$ cat src/design/dgtw_pkg.sv
package dgtw_pkg;

  localparam int GRID_X = 16;
  localparam int GRID_Y = 16;
  localparam int GRID_Z = 16;
  localparam int MEM_DEPTH = 4096;
  localparam int ADDR_W = 12;
  localparam logic signed [48:0] INTER_SAT = 49'sd140737488355327;
  localparam int BLEND_CYC = 6;

  localparam logic [2:0] REG_ORIGIN_X = 3'd0;
  localparam logic [2:0] REG_ORIGIN_Y = 3'd1;
  localparam logic [2:0] REG_ORIGIN_Z = 3'd2;
  localparam logic [2:0] REG_INV_X    = 3'd3;
  localparam logic [2:0] REG_INV_Y    = 3'd4;
  localparam logic [2:0] REG_INV_Z    = 3'd5;

  localparam logic FUNC_WRITE = 1'b0;
  localparam logic FUNC_WARP  = 1'b1;

  typedef struct packed {
    logic               func;
    logic [11:0]        cp_index;
    logic signed [31:0] disp_x;
    logic signed [31:0] disp_y;
    logic signed [31:0] disp_z;
    logic signed [31:0] pos_x;
    logic signed [31:0] pos_y;
    logic signed [31:0] pos_z;
  } in_item_t;

  typedef struct packed {
    logic signed [31:0] warped_x;
    logic signed [31:0] warped_y;
    logic signed [31:0] warped_z;
    logic               outside_grid;
  } out_item_t;

  function automatic logic signed [48:0] sat49(input logic signed [50:0] v);
    if (v > 51'(INTER_SAT)) return INTER_SAT;
    if (v < -51'(INTER_SAT)) return -INTER_SAT;
    return v[48:0];
  endfunction

endpackage

$ cat src/design/dgtw_blend.sv
// a + f*(b-a)/65536, saturated; product from four 25x25 partial products,
// accumulated one per step, then the result is registered in y
module dgtw_blend (
  input  logic                clk,
  input  logic                rst,
  input  logic                start,
  input  logic signed [48:0]  a,
  input  logic signed [48:0]  b,
  input  logic signed [48:0]  f,
  output logic signed [48:0]  y
);
  import dgtw_pkg::*;

  logic signed [49:0] d;
  logic        [49:0] md;
  logic        [49:0] mf;
  logic signed [48:0] a_q;
  logic        [49:0] md_q;
  logic        [49:0] mf_q;
  logic               neg_q;
  logic         [2:0] step;
  logic        [24:0] op_m;
  logic        [24:0] op_f;
  logic        [49:0] pp;
  logic        [98:0] pp_sh;
  logic        [98:0] acc;
  logic        [82:0] sh;
  logic signed [49:0] t;

  always_comb begin
    d = 50'(b) - 50'(a);
    md = d[49] ? 50'(-d) : 50'(d);
    mf = f[48] ? 50'(-50'(f)) : 50'(f);
  end

  always_ff @(posedge clk) begin
    if (rst) step <= '0;
    else if (start) step <= 3'd1;
    else if (step == 3'd5) step <= '0;
    else if (step != 3'd0) step <= step + 3'd1;
  end

  always_comb begin
    unique case (step)
      3'd1: begin op_m = md_q[24:0];  op_f = mf_q[24:0];  end
      3'd2: begin op_m = md_q[24:0];  op_f = mf_q[49:25]; end
      3'd3: begin op_m = md_q[49:25]; op_f = mf_q[24:0];  end
      3'd4: begin op_m = md_q[49:25]; op_f = mf_q[49:25]; end
      default: begin op_m = '0; op_f = '0; end
    endcase
    pp = 50'(op_m) * 50'(op_f);
    unique case (step)
      3'd1: pp_sh = 99'(pp);
      3'd2, 3'd3: pp_sh = 99'(pp) << 25;
      3'd4: pp_sh = 99'(pp) << 50;
      default: pp_sh = '0;
    endcase
  end

  always_ff @(posedge clk) begin
    if (start) begin
      a_q <= a;
      md_q <= md;
      mf_q <= mf;
      neg_q <= d[49] != f[48];
      acc <= '0;
    end else if (step != 3'd0 && step != 3'd5) begin
      acc <= acc + pp_sh;
    end
    if (step == 3'd5) y <= sat49(51'(a_q) + 51'(t));
  end

  always_comb begin
    sh = acc[98:16];
    if (sh > 83'(INTER_SAT)) t = 50'(INTER_SAT);
    else t = 50'(sh[48:0]);
    if (neg_q) t = -t;
  end
endmodule

$ cat config.mk
export PLATFORM = sky130hd
export DESIGN_NAME = dgtw_blend
export DESIGN_NICKNAME = d
export VERILOG_FILES = /design/src/design/dgtw_pkg.sv /design/src/design/dgtw_blend.sv
export SDC_FILE = /design/constraint.sdc
export NUM_CORES = 2
export LEC_CHECK = 0
export ABC_AREA = 1
export BUFFER_PORTS_ARGS = -buffer_cell sky130_fd_sc_hd__buf_2
export CORE_MARGIN = 3
export CORE_UTILIZATION = 45
export DETAILED_ROUTE_END_ITERATION = 8
export SETUP_SLACK_MARGIN = 0.2
export SYNTH_ARGS = -nofsm -noshare
export SYNTH_HDL_FRONTEND = slang
export SYNTH_SLANG_ARGS = --single-unit
$ cat constraint.sdc
create_clock -name clk -period 12.9 [get_ports clk]
set_input_delay 1.935 -clock clk [delete_from_list [all_inputs] [get_ports clk]]
set_output_delay 1.935 -clock clk [all_outputs]
set_load 0.01 [all_outputs]
==> flow_results.xml <==
<?xml version="1.0" encoding="UTF-8"?>
<metrics>
  <group name="status">
    <metric name="run_status" unit="">finished clean</metric>
  </group>
  <group name="synth">
    <metric name="netlist_instances" unit="">8190</metric>
    <metric name="synth-main-ff-cell" unit="">sky130_fd_sc_hd__edfxtp_1</metric>
    <metric name="main_combinational_cell_family_by_area_after_synthesis" unit="">adder cells</metric>
    <metric name="synth-seq-area-share" unit="%">14.81</metric>
    <metric name="synth_area_per_cell" unit="sq um">6.608</metric>
    <metric name="synthesis.area" unit="sq mm">0.05412</metric>
    <metric name="count_of_warnings_emitted_by_yosys" unit="">0</metric>
    <metric name="post_synth_and_or_nand_nor_area_fraction" unit="%">26.55</metric>
    <metric name="post_synth_num_cell_types" unit="">63</metric>
    <metric name="yosys-mux-area-fraction" unit="%">0</metric>
    <metric name="yosys.area_share.xor_xnor" unit="%">4.510</metric>
    <metric name="post_synth_edffs" unit="">199</metric>
    <metric name="compound_gate_fraction_of_synth_area" unit="%">9.943</metric>
    <metric name="postSynthRegisterBits" unit="">301</metric>
    <metric name="synthesis.nets" unit="">9259</metric>
    <metric name="adder_and_majority_cell_fraction_of_the_synthesized_area" unit="%">28.58</metric>
    <metric name="post_synthesis_async_set_or_reset_flop_share" unit="%">0</metric>
  </group>
  <group name="worst_setup_path">
    <metric name="reg2reg_slack" unit="ns">0.61</metric>
    <metric name="worstPathRequired" unit="ns">13.45</metric>
    <metric name="critical_path.slowest_cell" unit="">sky130_fd_sc_hd__o21ai_2</metric>
    <metric name="worstSetupStartpoint" unit="">step[0]</metric>
    <metric name="crit_fanout" unit="">21</metric>
    <metric name="timing.rr.start" unit="">step[0]</metric>
    <metric name="critical_path.endpoint_type" unit="">flip-flop</metric>
    <metric name="timing.critical_path.from_type" unit="">flip-flop</metric>
    <metric name="cpPeakStageDelay" unit="ns">1.09</metric>
    <metric name="setup.worst_path.class" unit="">flip-flop to flip-flop</metric>
    <metric name="worst-endpoint-arrival" unit="ns">12.85</metric>
    <metric name="critical_path_s_most_frequent_cell" unit="">sky130_fd_sc_hd__fa_1</metric>
  </group>
  <group name="cts">
    <metric name="numClockSinks" unit="">301</metric>
    <metric name="ctsResizeCount" unit="">0</metric>
    <metric name="tritoncts.num_buffers" unit="">42</metric>
    <metric name="cts_root_buf" unit="">sky130_fd_sc_hd__clkbuf_16</metric>
    <metric name="clock_tree.buffer_depth" unit="">3</metric>
    <metric name="clk-insertion-delay-late" unit="ns">0.67</metric>
    <metric name="cts.clk_slew.worst_paths" unit="ns">0.07</metric>
    <metric name="cts.repair_timing.setup_buffer_count" unit="">0</metric>
    <metric name="cts_h_tree_depth" unit="">2</metric>
    <metric name="tritoncts" unit="">built</metric>
    <metric name="count_of_hold_fix_buffers_inserted_at_cts" unit="">0</metric>
  </group>
  <group name="route">
    <metric name="drt-initial-drc-count" unit="">4869</metric>
    <metric name="vias_per_cell" unit="">5.233</metric>
    <metric name="drtPass1Iterations" unit="">8</metric>
    <metric name="routed_wl" unit="um">208100</metric>
    <metric name="route.layer.met1.wl" unit="um">90010</metric>
    <metric name="drt.antenna.violating_nets" unit="">0</metric>
    <metric name="met2_length" unit="um">93960</metric>
    <metric name="routed_wire_per_std_cell" unit="um">20.86</metric>
    <metric name="drt_drc_violations_left" unit="">0</metric>
    <metric name="met3_length" unit="um">14490</metric>
    <metric name="via_count" unit="">52200</metric>
    <metric name="highest-signal-layer" unit="">met5</metric>
  </group>
  <group name="final_layout">
    <metric name="design.final.nets" unit="">9406</metric>
    <metric name="mostFrequentLayoutCell" unit="">sky130_fd_sc_hd__nand2_1</metric>
    <metric name="layout_common_cells" unit="">2,148 x sky130_fd_sc_hd__nand2_1, 1,995 x sky130_fd_sc_hd__inv_1, 752 x sky130_fd_sc_hd__nor2_1, 529 x sky130_fd_sc_hd__fa_1, 389 x sky130_fd_sc_hd__ha_1</metric>
    <metric name="multi_input_area" unit="sq mm">0.03804</metric>
    <metric name="proportion_of_layout_cells_with_a_drive_suffix_above_1" unit="%">7.073</metric>
    <metric name="layout.filler_cells" unit="">12490</metric>
    <metric name="stdcell_count" unit="">9974</metric>
    <metric name="finalCoreUtilization" unit="%">49.63</metric>
    <metric name="register_area" unit="sq mm">0.008018</metric>
    <metric name="syn2layout_area_growth" unit="%">8.854</metric>
  </group>
  <group name="floorplan">
    <metric name="floorplan.initialDensity" unit="%">45.59</metric>
    <metric name="die_w" unit="um">352.8</metric>
    <metric name="design.die.area" unit="sq mm">0.1245</metric>
    <metric name="placement_rows" unit="">126</metric>
    <metric name="core-area" unit="sq mm">0.1187</metric>
    <metric name="floorplan.io_pins" unit="">199</metric>
    <metric name="floorplan.die.height" unit="um">352.8</metric>
  </group>
  <group name="global_route">
    <metric name="first_global_vias" unit="">50760</metric>
    <metric name="gr-total-overflow" unit="">0</metric>
    <metric name="antenna_found_initial" unit="">6</metric>
    <metric name="groute.usage.overall" unit="%">32.75</metric>
    <metric name="maximum_number_of_pins_on_one_net_before_global_route_repair" unit="">78</metric>
    <metric name="global_route_wire_length_before_repair" unit="um">310800</metric>
  </group>
  <group name="sta">
    <metric name="aggregate_negative_setup_slack" unit="ns">0</metric>
    <metric name="fin_crit" unit="ns">12.29</metric>
    <metric name="layout_worst_path_cycle_share" unit="%">95.30</metric>
    <metric name="final-max-slew-violation-count" unit="">0</metric>
    <metric name="maxSlewHeadroom" unit="%">5.588</metric>
    <metric name="setup_viol" unit="">0</metric>
    <metric name="finalWorstSetupSlack" unit="ns">0.6059</metric>
    <metric name="transition_time_at_the_pin_with_the_least_slew_margin" unit="ns">1.406</metric>
    <metric name="max_freq" unit="GHz">0.08134</metric>
    <metric name="whs" unit="ns">0.5271</metric>
    <metric name="skew" unit="ns">0.09092</metric>
    <metric name="rsz0062_at_grt" unit="">false</metric>
    <metric name="final-hold-violation-count" unit="">0</metric>
  </group>
  <group name="power_and_ir_drop">
    <metric name="ir_drop" unit="mV">0.1342</metric>
    <metric name="leakage" unit="uW">0.03254</metric>
    <metric name="total_power_divided_by_cell_area" unit="mW/mm^2">154.8</metric>
  </group>
  <group name="placement">
    <metric name="dp_cells" unit="">9892</metric>
    <metric name="dp_slack" unit="ns">0.2925</metric>
    <metric name="global_placer_s_final_weighted_congestion" unit="">1.028</metric>
    <metric name="place.port_buffers" unit="">198</metric>
    <metric name="place_hpwl" unit="um">175500</metric>
  </group>
  <group name="min_path">
    <metric name="hold_path_class" unit="">flip-flop to flip-flop</metric>
    <metric name="holdCritStartpoint" unit="">acc[0]</metric>
  </group>
  <group name="run">
    <metric name="max_cap_viol_count" unit="">0</metric>
  </group>
</metrics>
## worst max-delay path: cells and delay by family, from the launching register on
| family | cells | cell delay [ns] |
|---|---|---|
| and+or+nand+nor | 8 | 1.67 |
| buffers and inverters | 7 | 0.81 |
| adders and majority gates | 10 | 4.97 |
| DFF | 1 | 0.34 |
| xor gates and xnor gates | 2 | 0.79 |
| AOI/OAI and AO/OA | 11 | 3.59 |
## Yosys cell counts (76+ instances only)
cell type,count,area share (%)
sky130_fd_sc_hd__nand2_1,2148,15
sky130_fd_sc_hd__fa_1,529,20
sky130_fd_sc_hd__xnor2_1,96,1.6
sky130_fd_sc_hd__nor3_1,83,0.77
sky130_fd_sc_hd__nand3_1,249,2.3
sky130_fd_sc_hd__xor2_1,174,2.8
sky130_fd_sc_hd__o21ai_0,301,2.8
sky130_fd_sc_hd__nor2_1,753,5.2
sky130_fd_sc_hd__edfxtp_1,199,11
sky130_fd_sc_hd__dfxtp_1,102,3.8
sky130_fd_sc_hd__inv_1,1998,14
sky130_fd_sc_hd__nand4_1,76,0.88
sky130_fd_sc_hd__ha_1,390,9.0
sky130_fd_sc_hd__a21oi_1,381,3.5
sky130_fd_sc_hd__clkbuf_1,164,1.1
## stage by stage
step | cell area, sq um | total power (uW)
after floorplan | 54120 | 5270
after global placement | 57360 | 7728
after detailed placement | 57360 | 7714
after CTS | 58860 | 9084
after global routing | 58910 | 9787
final | 58920 | 9119
## area by class of cell
type	count	share of cell area (%)
Multi-Input combinational cell	5662	64.56
Sequential cell	301	13.61
Inverter	2041	13.01
Tap cell	1600	3.398
Timing Repair Buffer	289	2.859
Clock buffer	52	1.918
Clock inverter	25	0.6286
Antenna cell	4	0.01699
## per-layer routing
metal  GRT usage, %  vias to the layer above
met2          52.70                     1889
met1          44.29                    24790
met3          4.633                      384
met4          13.36                        4
met5              0                        -
li1               -                    25130
## path summary, 6_finish.rpt
| kind | endpoint | depth (start not counted) |
|---|---|---|
| hold reg to reg | acc[0] | 2 |
| setup reg to reg | acc[66] | 38 |
| hold / removal | acc[0] | 2 |
| setup / recovery | acc[66] | 38 |
## cells by family after synthesis
family | count (synthesis)
simple gates | 3493
buf+inv | 2228
compound gates | 974
fa+ha+maj | 919
flops | 301
xor+xnor | 274
other cells | 1
## power breakdown
group | switching (uW) | total, uW | internal, uW
clock | 533 | 1300 | 771
sequential | 102 | 1310 | 1210
combinational | 4530 | 6510 | 1970
total | 5170 | 9120 | 3950
## flip-flops by register name, summed over array words and instances (netlist names)
signal / count
y: 49
acc: 99
md_q: 50
mf_q: 50
a_q: 49
step: 3
neg_q: 1
(Power assumes the default switching activity.)
